===== src/hdl/mtep_pkg.sv =====
// Shared types and codes for the MIDI track event parser.
// No dependencies; imported by every module of the block.
package mtep_pkg;

   // Width of variable-length numbers, deltas and skip counts
   localparam int VLQ_W = 28;

   // Result kinds
   localparam logic [2:0] KIND_CHANNEL   = 3'd0;
   localparam logic [2:0] KIND_TEMPO     = 3'd1;
   localparam logic [2:0] KIND_TIME_SIG  = 3'd2;
   localparam logic [2:0] KIND_END_TRACK = 3'd3;
   localparam logic [2:0] KIND_BAD_TAG   = 3'd4;
   localparam logic [2:0] KIND_NO_STATUS = 3'd5;

   // Status bytes with special handling
   localparam logic [7:0] STATUS_META       = 8'hFF;
   localparam logic [7:0] STATUS_SYSEX      = 8'hF0;
   localparam logic [7:0] STATUS_SYSEX_ESC  = 8'hF7;
   localparam logic [7:0] STATUS_SYSTEM_MIN = 8'hF0;

   // Meta event types that produce results
   localparam logic [7:0] META_END_TRACK = 8'h2F;
   localparam logic [7:0] META_TEMPO     = 8'h51;
   localparam logic [7:0] META_TIME_SIG  = 8'h58;

   // Status high nibbles that carry a single data byte
   localparam logic [3:0] NIBBLE_PROGRAM  = 4'hC;
   localparam logic [3:0] NIBBLE_PRESSURE = 4'hD;

   // Parser phases
   typedef enum logic [3:0] {
      PH_TAG,
      PH_LEN,
      PH_DELTA,
      PH_EVENT,
      PH_DATA1,
      PH_DATA2,
      PH_MTYPE,
      PH_MLEN,
      PH_MBODY,
      PH_SYSLEN,
      PH_SKIP,
      PH_DONE,
      PH_HALT
   } phase_type;

   // One result beat
   typedef struct packed {
      logic [2:0]       event_kind;
      logic [VLQ_W-1:0] delta_ticks;
      logic [7:0]       status_value;
      logic [6:0]       first_data;
      logic [6:0]       second_data;
      logic [23:0]      tempo_value;
      logic [7:0]       meter_numerator;
      logic [7:0]       meter_denominator_exp;
   } rsp_type;

endpackage


===== src/hdl/mtep_parse.sv =====
// Byte-at-a-time track parser: parse state registers and the next-state and
// result logic for one byte. Depends on mtep_pkg.
module mtep_parse import mtep_pkg::*; (
   input  logic        clock,
   input  logic        reset,
   input  logic        byte_accept,
   input  logic [7:0]  data_byte,
   input  logic        track_start,
   output logic        res_valid,
   output rsp_type     res_beat
);

   // Parse state
   phase_type        phase_ff, phase_in;
   logic [2:0]       pos_ff, pos_in;
   logic [VLQ_W-1:0] acc_ff, acc_in;
   logic [VLQ_W-1:0] delta_ff, delta_in;
   logic [7:0]       rstat_ff, rstat_in;
   logic [7:0]       meta_ff, meta_in;
   logic [VLQ_W-1:0] skip_ff, skip_in;
   logic [23:0]      held_ff, held_in;

   // Expected tag byte, "MTrk"
   function automatic logic [7:0] tag_byte(input logic [1:0] idx);
      logic [7:0] t;
      begin
         case (idx)
            2'd0:    t = 8'h4D;
            2'd1:    t = 8'h54;
            2'd2:    t = 8'h72;
            default: t = 8'h6B;
         endcase
         return t;
      end
   endfunction

   // Result for a completed meta event
   function automatic rsp_type meta_result(input logic [7:0] mt, input logic [2:0] np,
                                           input logic [23:0] hb,
                                           input logic [VLQ_W-1:0] dl);
      rsp_type r;
      begin
         r = '0;
         r.delta_ticks = dl;
         unique case (mt)
            META_END_TRACK: r.event_kind = KIND_END_TRACK;
            META_TEMPO: begin
               r.event_kind = KIND_TEMPO;
               case (np)
                  3'd0:    r.tempo_value = '0;
                  3'd1:    r.tempo_value = {16'd0, hb[23:16]};
                  3'd2:    r.tempo_value = {8'd0, hb[23:8]};
                  default: r.tempo_value = hb;
               endcase
            end
            META_TIME_SIG: begin
               r.event_kind            = KIND_TIME_SIG;
               r.meter_numerator       = hb[23:16];
               r.meter_denominator_exp = hb[15:8];
            end
            default: r.event_kind = KIND_CHANNEL;
         endcase
         return r;
      end
   endfunction

   // Next state and result for the byte at the input
   always_comb begin
      phase_type        c_phase;
      logic [2:0]       c_pos;
      logic [VLQ_W-1:0] c_acc;
      logic [VLQ_W-1:0] c_delta;
      logic [7:0]       c_rstat;
      logic [7:0]       c_meta;
      logic [VLQ_W-1:0] c_skip;
      logic [23:0]      c_held;
      logic [VLQ_W-1:0] acc_take;
      logic [VLQ_W-1:0] skip_dec;
      logic             meta_hit;
      logic             do_data1;
      logic [3:0]       nib;

      // Start of chunk clears everything before this byte is parsed
      if (track_start) begin
         c_phase = PH_TAG;
         c_pos   = '0;
         c_acc   = '0;
         c_delta = '0;
         c_rstat = '0;
         c_meta  = '0;
         c_skip  = '0;
         c_held  = '0;
      end else begin
         c_phase = phase_ff;
         c_pos   = pos_ff;
         c_acc   = acc_ff;
         c_delta = delta_ff;
         c_rstat = rstat_ff;
         c_meta  = meta_ff;
         c_skip  = skip_ff;
         c_held  = held_ff;
      end

      acc_take = {c_acc[VLQ_W-8:0], data_byte[6:0]};
      skip_dec = c_skip - VLQ_W'(1);
      meta_hit = (c_meta == META_END_TRACK) || (c_meta == META_TEMPO) ||
                 (c_meta == META_TIME_SIG);
      do_data1 = 1'b0;
      nib      = c_rstat[7:4];

      phase_in  = c_phase;
      pos_in    = c_pos;
      acc_in    = c_acc;
      delta_in  = c_delta;
      rstat_in  = c_rstat;
      meta_in   = c_meta;
      skip_in   = c_skip;
      held_in   = c_held;
      res_valid = 1'b0;
      res_beat  = '0;

      unique case (c_phase)
         // Check the chunk tag
         PH_TAG: begin
            if (data_byte != tag_byte(c_pos[1:0])) begin
               res_valid           = 1'b1;
               res_beat.event_kind = KIND_BAD_TAG;
               phase_in            = PH_HALT;
            end else if (c_pos == 3'd3) begin
               pos_in   = '0;
               phase_in = PH_LEN;
            end else begin
               pos_in = c_pos + 3'd1;
            end
         end
         // Skip the chunk length
         PH_LEN: begin
            if (c_pos == 3'd3) begin
               pos_in   = '0;
               acc_in   = '0;
               phase_in = PH_DELTA;
            end else begin
               pos_in = c_pos + 3'd1;
            end
         end
         // Gather the delta time
         PH_DELTA: begin
            if (!data_byte[7]) begin
               delta_in = acc_take;
               acc_in   = '0;
               phase_in = PH_EVENT;
            end else begin
               acc_in = acc_take;
            end
         end
         // Decode the status position
         PH_EVENT: begin
            if (data_byte == STATUS_META) begin
               phase_in = PH_MTYPE;
            end else if (data_byte == STATUS_SYSEX || data_byte == STATUS_SYSEX_ESC) begin
               acc_in   = '0;
               phase_in = PH_SYSLEN;
            end else if (data_byte >= STATUS_SYSTEM_MIN) begin
               rstat_in              = '0;
               res_valid             = 1'b1;
               res_beat.event_kind   = KIND_CHANNEL;
               res_beat.delta_ticks  = c_delta;
               res_beat.status_value = data_byte;
               phase_in              = PH_DELTA;
               acc_in                = '0;
            end else if (data_byte[7]) begin
               rstat_in = data_byte;
               phase_in = PH_DATA1;
            end else if (c_rstat == 8'd0) begin
               res_valid            = 1'b1;
               res_beat.event_kind  = KIND_NO_STATUS;
               res_beat.delta_ticks = c_delta;
               phase_in             = PH_DELTA;
               acc_in               = '0;
            end else begin
               do_data1 = 1'b1;
            end
         end
         PH_DATA1: do_data1 = 1'b1;
         // Second data byte completes the message
         PH_DATA2: begin
            res_valid             = 1'b1;
            res_beat.event_kind   = KIND_CHANNEL;
            res_beat.delta_ticks  = c_delta;
            res_beat.status_value = c_rstat;
            res_beat.first_data   = c_held[6:0];
            res_beat.second_data  = data_byte[6:0];
            phase_in              = PH_DELTA;
            acc_in                = '0;
         end
         PH_MTYPE: begin
            meta_in  = data_byte;
            acc_in   = '0;
            phase_in = PH_MLEN;
         end
         // Meta length; an empty body finishes at once
         PH_MLEN: begin
            if (!data_byte[7]) begin
               skip_in = acc_take;
               acc_in  = '0;
               held_in = '0;
               pos_in  = '0;
               if (acc_take == '0) begin
                  phase_in  = (c_meta == META_END_TRACK) ? PH_DONE : PH_DELTA;
                  res_valid = meta_hit;
                  res_beat  = meta_result(c_meta, 3'd0, 24'd0, c_delta);
               end else begin
                  phase_in = PH_MBODY;
               end
            end else begin
               acc_in = acc_take;
            end
         end
         // Capture up to three body bytes and count the body down
         PH_MBODY: begin
            logic [23:0] nh;
            logic [2:0]  np;
            nh = c_held;
            np = c_pos;
            case (c_pos)
               3'd0:    begin nh[23:16] = data_byte; np = 3'd1; end
               3'd1:    begin nh[15:8]  = data_byte; np = 3'd2; end
               3'd2:    begin nh[7:0]   = data_byte; np = 3'd3; end
               default: begin nh = c_held; np = c_pos; end
            endcase
            held_in = nh;
            pos_in  = np;
            skip_in = skip_dec;
            if (skip_dec == '0) begin
               acc_in    = '0;
               phase_in  = (c_meta == META_END_TRACK) ? PH_DONE : PH_DELTA;
               res_valid = meta_hit;
               res_beat  = meta_result(c_meta, np, nh, c_delta);
            end
         end
         // Sysex length
         PH_SYSLEN: begin
            if (!data_byte[7]) begin
               skip_in  = acc_take;
               acc_in   = '0;
               phase_in = (acc_take == '0) ? PH_DELTA : PH_SKIP;
            end else begin
               acc_in = acc_take;
            end
         end
         // Drop the sysex body
         PH_SKIP: begin
            skip_in = skip_dec;
            if (skip_dec == '0) begin
               acc_in   = '0;
               phase_in = PH_DELTA;
            end
         end
         PH_DONE: phase_in = c_phase;
         PH_HALT: phase_in = c_phase;
         default: phase_in = c_phase;
      endcase

      // First data byte, shared by the data phase and running status
      if (do_data1) begin
         if (nib == NIBBLE_PROGRAM || nib == NIBBLE_PRESSURE) begin
            res_valid             = 1'b1;
            res_beat.event_kind   = KIND_CHANNEL;
            res_beat.delta_ticks  = c_delta;
            res_beat.status_value = c_rstat;
            res_beat.first_data   = data_byte[6:0];
            phase_in              = PH_DELTA;
            acc_in                = '0;
         end else begin
            held_in  = {17'd0, data_byte[6:0]};
            phase_in = PH_DATA2;
         end
      end
   end

   // Advance the parse state on each accepted beat
   always_ff @(posedge clock) begin
      if (reset) begin
         phase_ff <= PH_TAG;
         pos_ff   <= '0;
         acc_ff   <= '0;
         delta_ff <= '0;
         rstat_ff <= '0;
         meta_ff  <= '0;
         skip_ff  <= '0;
         held_ff  <= '0;
      end else if (byte_accept) begin
         phase_ff <= phase_in;
         pos_ff   <= pos_in;
         acc_ff   <= acc_in;
         delta_ff <= delta_in;
         rstat_ff <= rstat_in;
         meta_ff  <= meta_in;
         skip_ff  <= skip_in;
         held_ff  <= held_in;
      end
   end

   // Byte position never passes the last tag or captured body byte
   a_pos_range: assert property (@(posedge clock) disable iff (reset)
      pos_ff <= 3'd3)
      else $error("byte position out of range");

   // A bad tag parks the parser until the next chunk start
   a_bad_tag_halts: assert property (@(posedge clock) disable iff (reset)
      byte_accept && res_valid && res_beat.event_kind == KIND_BAD_TAG
      |=> phase_ff == PH_HALT)
      else $error("bad tag did not halt the parser");

endmodule


===== src/hdl/mtep_rsp_buf.sv =====
// Two-entry result buffer: an output register plus a skid register.
// Depends on mtep_pkg for the result beat type.
module mtep_rsp_buf import mtep_pkg::*; (
   input  logic    clock,
   input  logic    reset,
   input  logic    push,
   input  rsp_type push_beat,
   output logic    space,
   output logic    out_valid,
   input  logic    out_ready,
   output rsp_type out_beat
);

   logic    main_valid_ff, main_valid_in;
   logic    skid_valid_ff, skid_valid_in;
   rsp_type main_ff, main_in;
   rsp_type skid_ff, skid_in;
   logic    pop;

   assign pop       = main_valid_ff && out_ready;
   assign space     = !skid_valid_ff;
   assign out_valid = main_valid_ff;
   assign out_beat  = main_ff;

   // Load pushes into the free slot and move beats from the skid slot to the output slot in order
   always_comb begin
      main_valid_in = main_valid_ff;
      skid_valid_in = skid_valid_ff;
      main_in       = main_ff;
      skid_in       = skid_ff;
      if (skid_valid_ff) begin
         if (pop) begin
            main_in       = skid_ff;
            skid_valid_in = 1'b0;
         end
      end else if (main_valid_ff && !pop) begin
         if (push) begin
            skid_in       = push_beat;
            skid_valid_in = 1'b1;
         end
      end else if (push) begin
         main_in       = push_beat;
         main_valid_in = 1'b1;
      end else begin
         main_valid_in = 1'b0;
      end
   end

   // Hold control state
   always_ff @(posedge clock) begin
      if (reset) begin
         main_valid_ff <= 1'b0;
         skid_valid_ff <= 1'b0;
      end else begin
         main_valid_ff <= main_valid_in;
         skid_valid_ff <= skid_valid_in;
      end
   end

   // Hold payload
   always_ff @(posedge clock) begin
      main_ff <= main_in;
      skid_ff <= skid_in;
   end

   a_skid_behind_main: assert property (@(posedge clock) disable iff (reset)
      skid_valid_ff |-> main_valid_ff)
      else $error("skid slot full while output slot empty");

   a_no_push_when_full: assert property (@(posedge clock) disable iff (reset)
      push |-> !skid_valid_ff)
      else $error("beat pushed into a full buffer");

   a_skid_moves_up: assert property (@(posedge clock) disable iff (reset)
      skid_valid_ff && pop |=> main_valid_ff && main_ff == $past(skid_ff))
      else $error("skid beat lost on output pop");

endmodule


===== src/hdl/midi_track_event_parser_core.sv =====
// Top level of the MIDI track event parser: byte parser and result buffer.
// Depends on mtep_pkg, mtep_parse and mtep_rsp_buf.
//
//   channel | dir | beat
//   req_    | in  | one track chunk byte plus chunk start flag
//   rsp_    | out | one parsed event (channel message, meta value or error)
//
// One byte per cycle while req_ready is high: each beat is parsed in a
// single pass and its result, if any, lands on the accept edge in the output
// register, or in the skid register while the output register is held.
// Reset (synchronous) returns the parser to the tag check and empties the
// buffer. A two-beat output buffer absorbs a result during an rsp_ready
// stall; req_ready drops only when both slots hold results.
module midi_track_event_parser_core import mtep_pkg::*; (
   input  logic        clock,
   input  logic        reset,
   input  logic        req_valid,
   output logic        req_ready,
   input  logic [7:0]  req_data_byte,
   input  logic        req_track_start,
   output logic        rsp_valid,
   input  logic        rsp_ready,
   output logic [2:0]  rsp_event_kind,
   output logic [27:0] rsp_delta_ticks,
   output logic [7:0]  rsp_status_value,
   output logic [6:0]  rsp_first_data,
   output logic [6:0]  rsp_second_data,
   output logic [23:0] rsp_tempo_value,
   output logic [7:0]  rsp_meter_numerator,
   output logic [7:0]  rsp_meter_denominator_exp
);

   logic    byte_accept;
   logic    res_valid;
   rsp_type res_beat;
   logic    space;
   rsp_type out_beat;

   assign req_ready   = space;
   assign byte_accept = req_valid && space;

   // Parse one byte per accepted beat
   mtep_parse u_parse (
      .clock       (clock),
      .reset       (reset),
      .byte_accept (byte_accept),
      .data_byte   (req_data_byte),
      .track_start (req_track_start),
      .res_valid   (res_valid),
      .res_beat    (res_beat)
   );

   // Register results toward the output channel
   mtep_rsp_buf u_rsp_buf (
      .clock     (clock),
      .reset     (reset),
      .push      (byte_accept && res_valid),
      .push_beat (res_beat),
      .space     (space),
      .out_valid (rsp_valid),
      .out_ready (rsp_ready),
      .out_beat  (out_beat)
   );

   assign rsp_event_kind            = out_beat.event_kind;
   assign rsp_delta_ticks           = out_beat.delta_ticks;
   assign rsp_status_value          = out_beat.status_value;
   assign rsp_first_data            = out_beat.first_data;
   assign rsp_second_data           = out_beat.second_data;
   assign rsp_tempo_value           = out_beat.tempo_value;
   assign rsp_meter_numerator       = out_beat.meter_numerator;
   assign rsp_meter_denominator_exp = out_beat.meter_denominator_exp;

endmodule

===== config.mk =====
export PLATFORM = sky130hd
export DESIGN_NAME = midi_track_event_parser_core
export DESIGN_NICKNAME = d
export VERILOG_FILES = /design/src/hdl/mtep_pkg.sv /design/src/hdl/mtep_parse.sv /design/src/hdl/mtep_rsp_buf.sv /design/src/hdl/midi_track_event_parser_core.sv
export SDC_FILE = /design/constraint.sdc
export NUM_CORES = 1
export LEC_CHECK = 0
export ABC_CLOCK_PERIOD_IN_PS = 30100
export BUFFER_PORTS_ARGS = -buffer_cell sky130_fd_sc_hd__buf_2
export CORE_MARGIN = 1
export CORE_UTILIZATION = 55
export CTS_BUF_LIST = sky130_fd_sc_hd__clkbuf_16
export DETAILED_ROUTE_END_ITERATION = 7
export PLACE_DENSITY = 0.74
export SLEW_MARGIN = 0
export SYNTH_ARGS = -nofsm -noshare
export SYNTH_HDL_FRONTEND = slang
export SYNTH_SLANG_ARGS = --single-unit

===== constraint.sdc =====
create_clock -name clock -period 30.1 [get_ports clock]
set_input_delay 7.525 -clock clock [delete_from_list [all_inputs] [get_ports clock]]
set_output_delay 7.525 -clock clock [all_outputs]
set_load 0.01 [all_outputs]

# After elaboration in Yosys (flattened, before gate mapping)
# Cells that the tools add are included.
# word_totals
ff_bits	319
out_inout_bits	95
input_bits	13
elab_cells	193
# op_classes
bitwise_logic	2
n_addsub	2
reduce_logical	25
n_mux	109
n_eq_ne	28
magnitude_cmp	1
# op_table
op	n
$mux 93	7
$mux 28	16
$pmux 36 s4	1
$pmux 28 s5	1
$mux 24	5
$mux 8	13
$mux 31	3
$mux 46	2
$pmux 40 s2	1
$mux 39	2
$mux 4	18
$pmux 24 s3	1
$logic_not 28->1	2
$pmux 28 s2	1
$pmux 24 s2	1
$pmux 14 s3	1
$pmux 4 s10	1
$sub 28x1->28 const B	1
$eq 8x8->1 const B	3
$pmux 3 s4	2
$mux 3	7
$eq 4x4->1 const B	5
$mux 1	20
$pmux 6 s3	1
32 further kinds	52

# Longest topological paths before layout
# Gate-level depths: netlist of the first run.
# logic_depth
depth_word	14
mapped_depth	14

# By module
# A second synthesis of the first run with hierarchy kept.
# unflattened
cells_unflattened	1375
area_unflattened_um2	14777.9
# modules_own_cells
module	cells_each	area_per_inst_um2	instances
mtep_parse	1070	7868.8	1
mtep_rsp_buf	303	6896.6	1
midi_track_event_parser_core	2	12.5	1

# Least setup slack after synthesis of the first run
# No wires, ideal clock.
# synth_timing
kind	input -> register
start	in req_track_start
end	reg u_rsp_buf.skid_ff[0] in the netlist's numbering, enable pin
required_ps	29420
stages	11
path_slack_ps	13209
setup_time_ps	680
arrival_ps	16211
cell_sequence	clkbuf_1 -> clkinv_1 -> nand2_1 -> ha_1 -> or4bb_1 -> o31ai_1 -> and4_1 -> or2_2 -> nand3_1 -> o211ai_1 -> nor3b_1
# synth_via
elab_chain_cells	12
# synth_rtl
element	line	source
start: declaration	midi_track_event_parser_core.sv:20	input logic req_track_start,
parallel branches: the longest is 9 deep, another holds $sub 28x1->28	-	
$mux 1 *	mtep_parse.sv:265	if (do_data1) begin
$logic_and 1x1->1 *	midi_track_event_parser_core.sv:57	.push (byte_accept && res_valid),
$reduce_and 3->1 (no line) *	-	
end signal: assignment	mtep_rsp_buf.sv:63	skid_ff <= skid_in;
end: declaration	mtep_rsp_buf.sv:17	rsp_type skid_ff, skid_in;
# Mark *: on every way between the ends. The select of a mux whose other input is x is not followed.
# A chain may end at the register's enable or synchronous reset.

# Final worst setup path of the first run
# layout_timing
start	in req_track_start
end	reg u_rsp_buf.skid_ff[22] in the netlist's numbering, enable pin
# Same word-level chain as after synthesis.

==> results of run 1 <==
==> layer usage <==
layer	track usage [%]	share of wire (%)	routed length [um]	up-vias
li1	-	-	-	5586
met1	41.52	44	17640	5849
met2	43.59	45	17850	580
met3	4.814	8.4	3379	95
met4	11.01	3.0	1196	0
met5	0	0	0	-
==> cell type report <==
type / count / area share (%)
well taps: 335 / 2.527
inverters: 15 / 0.3394
flip-flops and latches: 312 / 48.90
clock inverters: 26 / 1.275
multi-input cells: 1020 / 37.46
repair buffers: 129 / 4.224
clock buffers: 35 / 5.280
==> kinds of logic after synthesis <==
kind of cell,after synthesis,share of synthesized area [%]
AND/OR/NAND/NOR,532,17.11
AO/OA/AOI/OAI,425,20.19
flip-flops,312,54.78
buffers and inverters,123,3.449
multiplexers,53,3.787
XOR/XNOR,6,0.3550
adder cells (fa/ha/maj),4,0.3381
==> critical path: cells and delay by family <==
kind | cells | cell delay (ns)
AO/OA/AOI/OAI | 5 | 1.07
adder cells (fa/ha/maj) | 1 | 0.33
buffers and inverters | 4 | 2.02
AND/OR/NAND/NOR | 3 | 0.90
==> cell usage in the layout, fill, tap and decap left out, types with 24 or more instances in the layout <==
| master | n |
|---|---|
| sky130_fd_sc_hd__o21ai_0 | 71 |
| sky130_fd_sc_hd__clkbuf_16 | 35 |
| sky130_fd_sc_hd__edfxtp_1 | 186 |
| sky130_fd_sc_hd__nor3_1 | 31 |
| sky130_fd_sc_hd__mux2_2 | 24 |
| sky130_fd_sc_hd__a21oi_1 | 67 |
| sky130_fd_sc_hd__a22o_1 | 30 |
| sky130_fd_sc_hd__a22oi_1 | 95 |
| sky130_fd_sc_hd__a21boi_0 | 26 |
| sky130_fd_sc_hd__buf_2 | 107 |
| sky130_fd_sc_hd__dfxtp_1 | 125 |
| sky130_fd_sc_hd__mux2i_1 | 29 |
| sky130_fd_sc_hd__nor2_1 | 220 |
| sky130_fd_sc_hd__nand2_1 | 132 |
| sky130_fd_sc_hd__nand3_1 | 24 |
| sky130_fd_sc_hd__o31ai_1 | 50 |
==> how the worst max path moves through the flow <==
stage / endpoint / slack, ns / depth (start not counted)
CTS: u_rsp_buf.skid_ff[6]$_DFFE_PP_ / 18.33 / 13
finish: u_rsp_buf.skid_ff[22]$_DFFE_PP_ / 18.23 / 13
global placement: u_rsp_buf.skid_ff[19]$_DFFE_PP_ / 17.93 / 13
floorplan: u_rsp_buf.skid_ff[0]$_DFFE_PP_ / 13.21 / 11
global route: u_rsp_buf.skid_ff[22]$_DFFE_PP_ / 17.96 / 13
detailed placement: u_rsp_buf.skid_ff[35]$_DFFE_PP_ / 17.83 / 13
==> power by group through the flow <==
stage	clock network [W]	logic (W)	registers, W
after detailed placement	0	0.000112	0.000484
after global routing	0.000429	0.000123	0.000477
after global placement	0	0.000111	0.000484
after CTS	0.000414	0.000112	0.000475
final	0.000408	0.000114	0.000475
after floorplan	0	0.0000724	0.000489
==> flip-flops by register name, indices dropped and copies added (netlist names), 3 cells and up <==
register / cells
u_rsp_buf.out_beat: 93
u_rsp_buf.skid_ff: 93
u_parse.delta_ff: 28
u_parse.skip_ff: 28
u_parse.held_ff: 24
u_parse.acc_ff: 21
u_parse.meta_ff: 8
u_parse.rstat_ff: 8
u_parse.phase_ff: 4
u_parse.pos_ff: 3
==> metrics by stage <==
step | cell area, um2 | hold slack (ns) | instances | total power, W | utilization [%]
after floorplan | 14800 | 0.4484 | 1455 | 0.0005619 | -
after global placement | 15500 | 0.4586 | 1811 | 0.0005947 | 59.15
after detailed placement | 15500 | 0.4811 | 1811 | 0.0005959 | 59.15
after CTS | 16590 | 0.4952 | 1872 | 0.001001 | 63.30
after global routing | 16590 | 0.5242 | 1872 | 0.001029 | 63.30
final | 16590 | 0.4969 | 1872 | 0.0009978 | 63.30
==> impl_metrics.xml, run 1 <==
<?xml version="1.0" encoding="UTF-8"?>
<metrics>
  <group name="pwr">
    <metric name="power.ir.vdd_worst" unit="V">0.00004471</metric>
    <metric name="p_clk_share" unit="%">40.9</metric>
    <metric name="pwr_density_cell" unit="nW/um2">60.15</metric>
    <metric name="p_leak" unit="nW">5.818</metric>
    <metric name="switching_share" unit="%">25.81</metric>
    <metric name="internal-power" unit="W">0.0007403</metric>
    <metric name="switching_power" unit="W">0.0002575</metric>
    <metric name="power_frac_comb" unit="%">11.4</metric>
    <metric name="power_frac_seq" unit="%">47.6</metric>
  </group>
  <group name="global_route">
    <metric name="globalRouteOverflowTotal" unit="">0</metric>
    <metric name="first_global_vias" unit="">11337</metric>
    <metric name="grt_max_degree" unit="">89</metric>
    <metric name="grt_usage" unit="%">28.80</metric>
    <metric name="grt_antenna_before_repair" unit="">0</metric>
    <metric name="grt_first_pass_wirelength" unit="um">63190</metric>
  </group>
  <group name="detailed_routing">
    <metric name="detailedRoute.firstPassIterationCount" unit="">8</metric>
    <metric name="drtIter0Drc" unit="">1487</metric>
    <metric name="drc" unit="">12</metric>
    <metric name="post_drt_via_cell_ratio" unit="">6.469</metric>
    <metric name="routed_wire_length_per_instance" unit="um">21.40</metric>
    <metric name="count_of_antenna_violating_nets_left_after_detailed_routing" unit="">0</metric>
    <metric name="route.vias.total" unit="">12110</metric>
    <metric name="routed_wl" unit="um">40060</metric>
  </group>
  <group name="run">
    <metric name="drv.max_cap_violation_count" unit="">0</metric>
  </group>
  <group name="critical_path">
    <metric name="crit_required" unit="ns">30.23</metric>
    <metric name="timing_worst_setup_path_type" unit="">in -&gt; reg</metric>
    <metric name="cp-start-kind" unit="">primary input</metric>
    <metric name="endpoint_kind" unit="">flip-flop</metric>
    <metric name="path_common_cell" unit="">sky130_fd_sc_hd__buf_4</metric>
    <metric name="critical_path.reg2reg.startpoint" unit="">u_parse.phase_ff[2]$_SDFFE_PP0P_</metric>
    <metric name="critPathLaunch" unit="">req_track_start</metric>
    <metric name="cell_breakdown_of_the_critical_path" unit="">buf_2 &gt; buf_4 &gt; clkinv_1 &gt; nand2_1 &gt; ha_1 &gt; or4bb_1 &gt; o31ai_1 &gt; a41oi_1 &gt; a311oi_1 &gt; o21ai_0 &gt; o211ai_1 &gt; nor3b_2 &gt; buf_4</metric>
    <metric name="maximum_fanout_encountered_on_the_critical_timing_path" unit="">70</metric>
    <metric name="critical-path-max-stage-delay" unit="ns">0.74</metric>
    <metric name="reg2reg_capture_point" unit="">u_rsp_buf.skid_ff[22]$_DFFE_PP_</metric>
    <metric name="cp_data_arrival_time" unit="ns">12.00</metric>
    <metric name="slowest_stage" unit="">sky130_fd_sc_hd__clkinv_1</metric>
    <metric name="r2r_slack" unit="ns">25.63</metric>
    <metric name="worst-r2r-cell-count" unit="">8</metric>
  </group>
  <group name="floorplanning">
    <metric name="boundaryPins" unit="">108</metric>
    <metric name="initial_utilization" unit="%">56.48</metric>
    <metric name="fp-row-count" unit="">59</metric>
    <metric name="fp.dieArea" unit="um2">27570</metric>
    <metric name="floorplan.die.height" unit="um">166.1</metric>
    <metric name="die_width" unit="um">166.1</metric>
    <metric name="core_area" unit="um2">26210</metric>
  </group>
  <group name="timing">
    <metric name="finalWorstSetupSlack" unit="ns">18.23</metric>
    <metric name="report.final.slew_viol_count" unit="">0</metric>
    <metric name="fmax" unit="MHz">84.23</metric>
    <metric name="grt_setup_unrepaired" unit="">no</metric>
    <metric name="final-hold-violation-count" unit="">0</metric>
    <metric name="timing.final.crit_period" unit="ns">11.87</metric>
    <metric name="final.setup.tns" unit="ns">0</metric>
    <metric name="slew-limit-headroom" unit="%">21.28</metric>
    <metric name="clock-skew-final" unit="ns">0.01717</metric>
    <metric name="post-route-period-util" unit="%">39.44</metric>
    <metric name="actual_transition_at_the_worst_max_transition_pin" unit="ns">1.181</metric>
    <metric name="timing.final.setup_violations" unit="">0</metric>
  </group>
  <group name="logic_synthesis">
    <metric name="synth_edf_count" unit="">186</metric>
    <metric name="synth-main-ff-cell" unit="">sky130_fd_sc_hd__edfxtp_1</metric>
    <metric name="distinct_cells_synth" unit="">90</metric>
    <metric name="post_synth_inst_count" unit="">1455</metric>
    <metric name="top_cell_type_by_total_area_after_synthesis" unit="">sky130_fd_sc_hd__edfxtp_1</metric>
    <metric name="synth.top_cell.area_share" unit="%">37.73</metric>
    <metric name="ys_seq_area_share" unit="%">54.78</metric>
    <metric name="yosys_warnings" unit="">0</metric>
    <metric name="syn_area" unit="um2">14800</metric>
    <metric name="synth_area_per_cell" unit="um2">10.17</metric>
    <metric name="post_synth_most_frequent_cells" unit="">sky130_fd_sc_hd__nor2_1, sky130_fd_sc_hd__edfxtp_1, sky130_fd_sc_hd__nand2_1</metric>
    <metric name="yosys-top-cells-area" unit="">sky130_fd_sc_hd__edfxtp_1, sky130_fd_sc_hd__dfxtp_1, sky130_fd_sc_hd__nor2_1, sky130_fd_sc_hd__a22oi_1, sky130_fd_sc_hd__nand2_1</metric>
    <metric name="ys_seq_elements" unit="">312</metric>
    <metric name="mappedNetlistNets" unit="">1472</metric>
    <metric name="cell_with_the_most_instances_after_synthesis" unit="">sky130_fd_sc_hd__nor2_1</metric>
    <metric name="async_flop_share" unit="%">0</metric>
  </group>
  <group name="placed_design">
    <metric name="place.port_buffers" unit="">107</metric>
    <metric name="gpl.final_weighted_congestion" unit="">0.9478</metric>
    <metric name="place_ws" unit="ns">17.83</metric>
    <metric name="place_hpwl" unit="um">25840</metric>
  </group>
  <group name="clocking">
    <metric name="cts_setup_buffers" unit="">0</metric>
    <metric name="insertion_delay" unit="ns">0.53</metric>
    <metric name="hold_buffers" unit="">0</metric>
    <metric name="cts-htree-levels" unit="">2</metric>
    <metric name="numCtsBuffers" unit="">34</metric>
    <metric name="cts_tree" unit="">built</metric>
    <metric name="numClockSinks" unit="">312</metric>
    <metric name="clk_transition_reported_paths" unit="ns">0.06</metric>
    <metric name="post_cts_resize_count" unit="">0</metric>
    <metric name="ctsLongestPathBuffers" unit="">3</metric>
    <metric name="cts-root-buf" unit="">sky130_fd_sc_hd__clkbuf_16</metric>
  </group>
  <group name="cells_and_area">
    <metric name="seq_area" unit="um2">8112</metric>
    <metric name="number_of_diodes_added_for_antenna_fixing" unit="">0</metric>
    <metric name="area_overhead_vs_synth" unit="%">12.07</metric>
    <metric name="num-fill-cells" unit="">2127</metric>
    <metric name="finalNetCount" unit="">1529</metric>
    <metric name="multi_input_area" unit="um2">6213</metric>
    <metric name="final_layout_size_suffix_gt1_share" unit="%">15.68</metric>
  </group>
  <group name="hold_path">
    <metric name="hold_path.startpoint" unit="">u_parse.held_ff[23]$_SDFFE_PP0P_</metric>
    <metric name="hold_path_end" unit="">u_parse.held_ff[23]$_SDFFE_PP0P_</metric>
    <metric name="hold_path_depth" unit="">2</metric>
    <metric name="hp-class" unit="">reg -&gt; reg</metric>
  </group>
  <group name="run_status">
    <metric name="status" unit="">complete, but fails checks</metric>
    <metric name="violations" unit="">DRC</metric>
  </group>
</metrics>
(Power assumes the default switching activity.)
==> inputs of run 2 (changes only) <==
--- a/config.mk
+++ b/config.mk
@@ -5,13 +5,14 @@
 export SDC_FILE = /design/constraint.sdc
 export NUM_CORES = 1
 export LEC_CHECK = 0
-export ABC_CLOCK_PERIOD_IN_PS = 30100
+export ABC_AREA = 1
+export ABC_CLOCK_PERIOD_IN_PS = 10600
 export BUFFER_PORTS_ARGS = -buffer_cell sky130_fd_sc_hd__buf_2
 export CORE_MARGIN = 1
 export CORE_UTILIZATION = 55
 export CTS_BUF_LIST = sky130_fd_sc_hd__clkbuf_16
 export DETAILED_ROUTE_END_ITERATION = 7
-export PLACE_DENSITY = 0.74
+export PLACE_DENSITY = 0.76
 export SLEW_MARGIN = 0
 export SYNTH_ARGS = -nofsm -noshare
 export SYNTH_HDL_FRONTEND = slang
==> constraint.sdc (replaced) <==
create_clock -name clock -period 10.6 [get_ports clock]
set_input_delay 2.65 -clock clock [delete_from_list [all_inputs] [get_ports clock]]
set_output_delay 2.65 -clock clock [all_outputs]
set_load 0.01 [all_outputs]
==> run 2 against run 1 <==
The run now ends clean. Via count up 31%. Final cell count up 44%. Area after synthesis up 15%. Setup slack worse by 15 ns. Die area up 15%. Critical path depth up 2. Worst hold slack worse by 0.031 ns. Critical endpoint is now u_rsp_buf.skid_ff[75]$_DFFE_PP_. Highest routed layer unchanged.
==> impl_metrics.xml, run 2 <==
<?xml version="1.0" encoding="UTF-8"?>
<metrics>
  <group name="run">
    <metric name="drv.max_cap_violation_count" unit="">0</metric>
  </group>
  <group name="clocking">
    <metric name="hold_buffers" unit="">0</metric>
    <metric name="cts_tree" unit="">built</metric>
    <metric name="ctsLongestPathBuffers" unit="">3</metric>
    <metric name="cts-htree-levels" unit="">2</metric>
    <metric name="numCtsBuffers" unit="">35</metric>
    <metric name="insertion_delay" unit="ns">0.53</metric>
    <metric name="cts-root-buf" unit="">sky130_fd_sc_hd__clkbuf_16</metric>
    <metric name="numClockSinks" unit="">312</metric>
    <metric name="cts_setup_buffers" unit="">0</metric>
    <metric name="clk_transition_reported_paths" unit="ns">0.06</metric>
    <metric name="post_cts_resize_count" unit="">0</metric>
  </group>
  <group name="timing">
    <metric name="post-route-period-util" unit="%">71.98</metric>
    <metric name="final.setup.tns" unit="ns">0</metric>
    <metric name="timing.final.crit_period" unit="ns">7.630</metric>
    <metric name="clock-skew-final" unit="ns">0.02860</metric>
    <metric name="final-hold-violation-count" unit="">0</metric>
    <metric name="slew-limit-headroom" unit="%">19.32</metric>
    <metric name="report.final.slew_viol_count" unit="">0</metric>
    <metric name="timing.final.setup_violations" unit="">0</metric>
    <metric name="fmax" unit="MHz">131.1</metric>
    <metric name="actual_transition_at_the_worst_max_transition_pin" unit="ns">1.206</metric>
    <metric name="grt_setup_unrepaired" unit="">no</metric>
  </group>
  <group name="placed_design">
    <metric name="post-place-cells" unit="">2625</metric>
    <metric name="gpl.final_weighted_congestion" unit="">0.9613</metric>
    <metric name="place_hpwl" unit="um">32420</metric>
    <metric name="place.port_buffers" unit="">107</metric>
  </group>
  <group name="floorplanning">
    <metric name="fp-row-count" unit="">64</metric>
    <metric name="floorplan.die.height" unit="um">178.1</metric>
    <metric name="initial_utilization" unit="%">55.78</metric>
    <metric name="die_width" unit="um">178.1</metric>
    <metric name="boundaryPins" unit="">108</metric>
    <metric name="core_area" unit="um2">30590</metric>
    <metric name="fp.dieArea" unit="um2">31730</metric>
  </group>
  <group name="critical_path">
    <metric name="timing_worst_setup_path_type" unit="">in -&gt; reg</metric>
    <metric name="cp-start-kind" unit="">primary input</metric>
    <metric name="worst-r2r-cell-count" unit="">16</metric>
    <metric name="critical_path.reg2reg.startpoint" unit="">u_parse.phase_ff[0]$_SDFFE_PP0P_</metric>
    <metric name="endpoint_kind" unit="">flip-flop</metric>
    <metric name="cp_data_arrival_time" unit="ns">7.79</metric>
    <metric name="maximum_fanout_encountered_on_the_critical_timing_path" unit="">95</metric>
    <metric name="crit_required" unit="ns">10.76</metric>
    <metric name="critPathLaunch" unit="">req_track_start</metric>
  </group>
  <group name="detailed_routing">
    <metric name="detailedRoute.firstPassIterationCount" unit="">6</metric>
    <metric name="post_drt_via_cell_ratio" unit="">5.892</metric>
    <metric name="routed_wire_length_per_instance" unit="um">17.94</metric>
    <metric name="count_of_antenna_violating_nets_left_after_detailed_routing" unit="">0</metric>
    <metric name="drc" unit="">0</metric>
    <metric name="route.vias.total" unit="">15838</metric>
    <metric name="routed_wl" unit="um">48220</metric>
    <metric name="drtIter0Drc" unit="">2021</metric>
  </group>
  <group name="logic_synthesis">
    <metric name="ys_seq_area_share" unit="%">47.52</metric>
    <metric name="synth_edf_count" unit="">186</metric>
    <metric name="distinct_cells_synth" unit="">52</metric>
    <metric name="synth_area_per_cell" unit="um2">7.658</metric>
    <metric name="yosys_warnings" unit="">0</metric>
    <metric name="async_flop_share" unit="%">0</metric>
    <metric name="post_synth_most_frequent_cells" unit="">sky130_fd_sc_hd__nand2_1, sky130_fd_sc_hd__inv_1, sky130_fd_sc_hd__o21ai_0</metric>
    <metric name="post_synth_inst_count" unit="">2228</metric>
    <metric name="top_cell_type_by_total_area_after_synthesis" unit="">sky130_fd_sc_hd__edfxtp_1</metric>
    <metric name="cell_with_the_most_instances_after_synthesis" unit="">sky130_fd_sc_hd__nand2_1</metric>
    <metric name="syn_area" unit="um2">17060</metric>
    <metric name="mappedNetlistNets" unit="">2245</metric>
    <metric name="synth.top_cell.area_share" unit="%">32.74</metric>
    <metric name="ys_seq_elements" unit="">312</metric>
    <metric name="synth-main-ff-cell" unit="">sky130_fd_sc_hd__edfxtp_1</metric>
    <metric name="yosys-top-cells-area" unit="">sky130_fd_sc_hd__edfxtp_1, sky130_fd_sc_hd__dfxtp_1, sky130_fd_sc_hd__nand2_1, sky130_fd_sc_hd__o21ai_0, sky130_fd_sc_hd__inv_1</metric>
  </group>
  <group name="pwr">
    <metric name="pwr_density_cell" unit="nW/um2">161.1</metric>
    <metric name="p_leak" unit="nW">7.741</metric>
    <metric name="power.total" unit="W">0.003028</metric>
    <metric name="power.ir.vdd_worst" unit="V">0.0001308</metric>
  </group>
  <group name="global_route">
    <metric name="grt_usage" unit="%">30.27</metric>
    <metric name="grt_antenna_before_repair" unit="">1</metric>
    <metric name="globalRouteOverflowTotal" unit="">0</metric>
    <metric name="first_global_vias" unit="">14328</metric>
    <metric name="grt_max_degree" unit="">101</metric>
    <metric name="grt_first_pass_wirelength" unit="um">76420</metric>
  </group>
  <group name="hold_path">
    <metric name="hold_path.startpoint" unit="">u_parse.acc_ff[12]$_SDFFE_PP0P_</metric>
    <metric name="hp-class" unit="">reg -&gt; reg</metric>
    <metric name="hold_path_depth" unit="">2</metric>
  </group>
  <group name="cells_and_area">
    <metric name="final_layout_size_suffix_gt1_share" unit="%">11.78</metric>
    <metric name="final_cell_count_no_fill" unit="">2688</metric>
    <metric name="num-fill-cells" unit="">2759</metric>
    <metric name="number_of_diodes_added_for_antenna_fixing" unit="">0</metric>
    <metric name="area_overhead_vs_synth" unit="%">10.12</metric>
    <metric name="finalNetCount" unit="">2283</metric>
    <metric name="layout_common_cells" unit="">sky130_fd_sc_hd__nand2_1, sky130_fd_sc_hd__inv_1, sky130_fd_sc_hd__o21ai_0</metric>
    <metric name="layout_commonest_cell" unit="">sky130_fd_sc_hd__nand2_1</metric>
  </group>
  <group name="run_status">
    <metric name="status" unit="">finished clean</metric>
  </group>
</metrics>
## run 2: cell count changes after synthesis, moves of 29 or more
cell / before / now
sky130_fd_sc_hd__o21ai_1: 3 / 35
sky130_fd_sc_hd__nand3_1: 24 / 105
sky130_fd_sc_hd__a22o_1: 30 / 0
sky130_fd_sc_hd__mux2i_1: 29 / 0
sky130_fd_sc_hd__nand2_1: 132 / 572
sky130_fd_sc_hd__nor2_1: 220 / 185
sky130_fd_sc_hd__o31ai_1: 50 / 1
sky130_fd_sc_hd__a22oi_1: 96 / 9
sky130_fd_sc_hd__a21oi_1: 67 / 143
sky130_fd_sc_hd__inv_1: 12 / 246
sky130_fd_sc_hd__o21ai_0: 71 / 192
## run 2: path summary, 6_finish.rpt
check                                                        to  slack [ns]
worst max-delay path            u_rsp_buf.skid_ff[75]$_DFFE_PP_        2.97
worst min-delay path            u_parse.acc_ff[12]$_SDFFE_PP0P_        0.47
worst max register to register  u_rsp_buf.skid_ff[75]$_DFFE_PP_        5.82
worst min register to register  u_parse.acc_ff[12]$_SDFFE_PP0P_        0.47
## run 2: metrics by stage
step | hold slack [ns] | instance area (um2) | worst slack, ns | util, %
3_5_place_dp | 0.4551 | 17700 | 2.523 | 57.86
3_3_place_gp | 0.4514 | 17700 | 2.685 | 57.86
6_report | 0.4655 | 18790 | 2.970 | 61.42
2_1_floorplan | 0.4453 | 17060 | 1.525 | -
4_1_cts | 0.4647 | 18790 | 3.046 | 61.42
5_1_grt | 0.4752 | 18790 | 2.550 | 61.42
## run 2: worst max-delay path, stage by stage
cell and delay, ns:
sky130_fd_sc_hd__buf_2 0.09, sky130_fd_sc_hd__buf_4 0.31, sky130_fd_sc_hd__inv_2 0.37, sky130_fd_sc_hd__buf_4 0.84, sky130_fd_sc_hd__nand2_1 0.15, sky130_fd_sc_hd__inv_2 0.12
sky130_fd_sc_hd__nand4_2 0.11, sky130_fd_sc_hd__nor2_2 0.56, sky130_fd_sc_hd__clkinv_1 0.63, sky130_fd_sc_hd__nand3_1 0.24, sky130_fd_sc_hd__nand2_1 0.07, sky130_fd_sc_hd__nand3_1 0.12
sky130_fd_sc_hd__nand3_1 0.13, sky130_fd_sc_hd__clkinv_2 0.75, sky130_fd_sc_hd__buf_4 0.53
## run 2: area by class of cell
type | count | area [um2] | area share [%]
Sequential cell | 312 | 8112 | 43.17
Multi-Input combinational cell | 1524 | 7388 | 39.32
Inverter | 261 | 980.9 | 5.221
Clock buffer | 36 | 900.9 | 4.795
Timing Repair Buffer | 132 | 723.2 | 3.849
Tap cell | 396 | 495.5 | 2.637
Clock inverter | 27 | 187.7 | 0.9989
## run 2: cells by family after synthesis
kind of cell / after synthesis / synth area share [%]
AND/OR/NAND/NOR: 979 / 24.20
flip-flops: 312 / 47.52
buffers and inverters: 392 / 9.321
adder cells (fa/ha/maj): 4 / 0.2934
AO/OA/AOI/OAI: 541 / 18.66
## run 2: routing by layer
layer / global-route usage [%] / routed length, um
met5: 0 / 0
met4: 8.974 / 1123
met3: 5.072 / 4381
met2: 45.88 / 21250
met1: 44.06 / 21470
## run 2: report_power, final
| part | switching [W] | internal [W] | total (W) |
|---|---|---|---|
| sequential | 0.0000319 | 0.00137 | 0.00140 |
| combinational | 0.000337 | 0.000129 | 0.000466 |
| clock | 0.000494 | 0.000666 | 0.00116 |
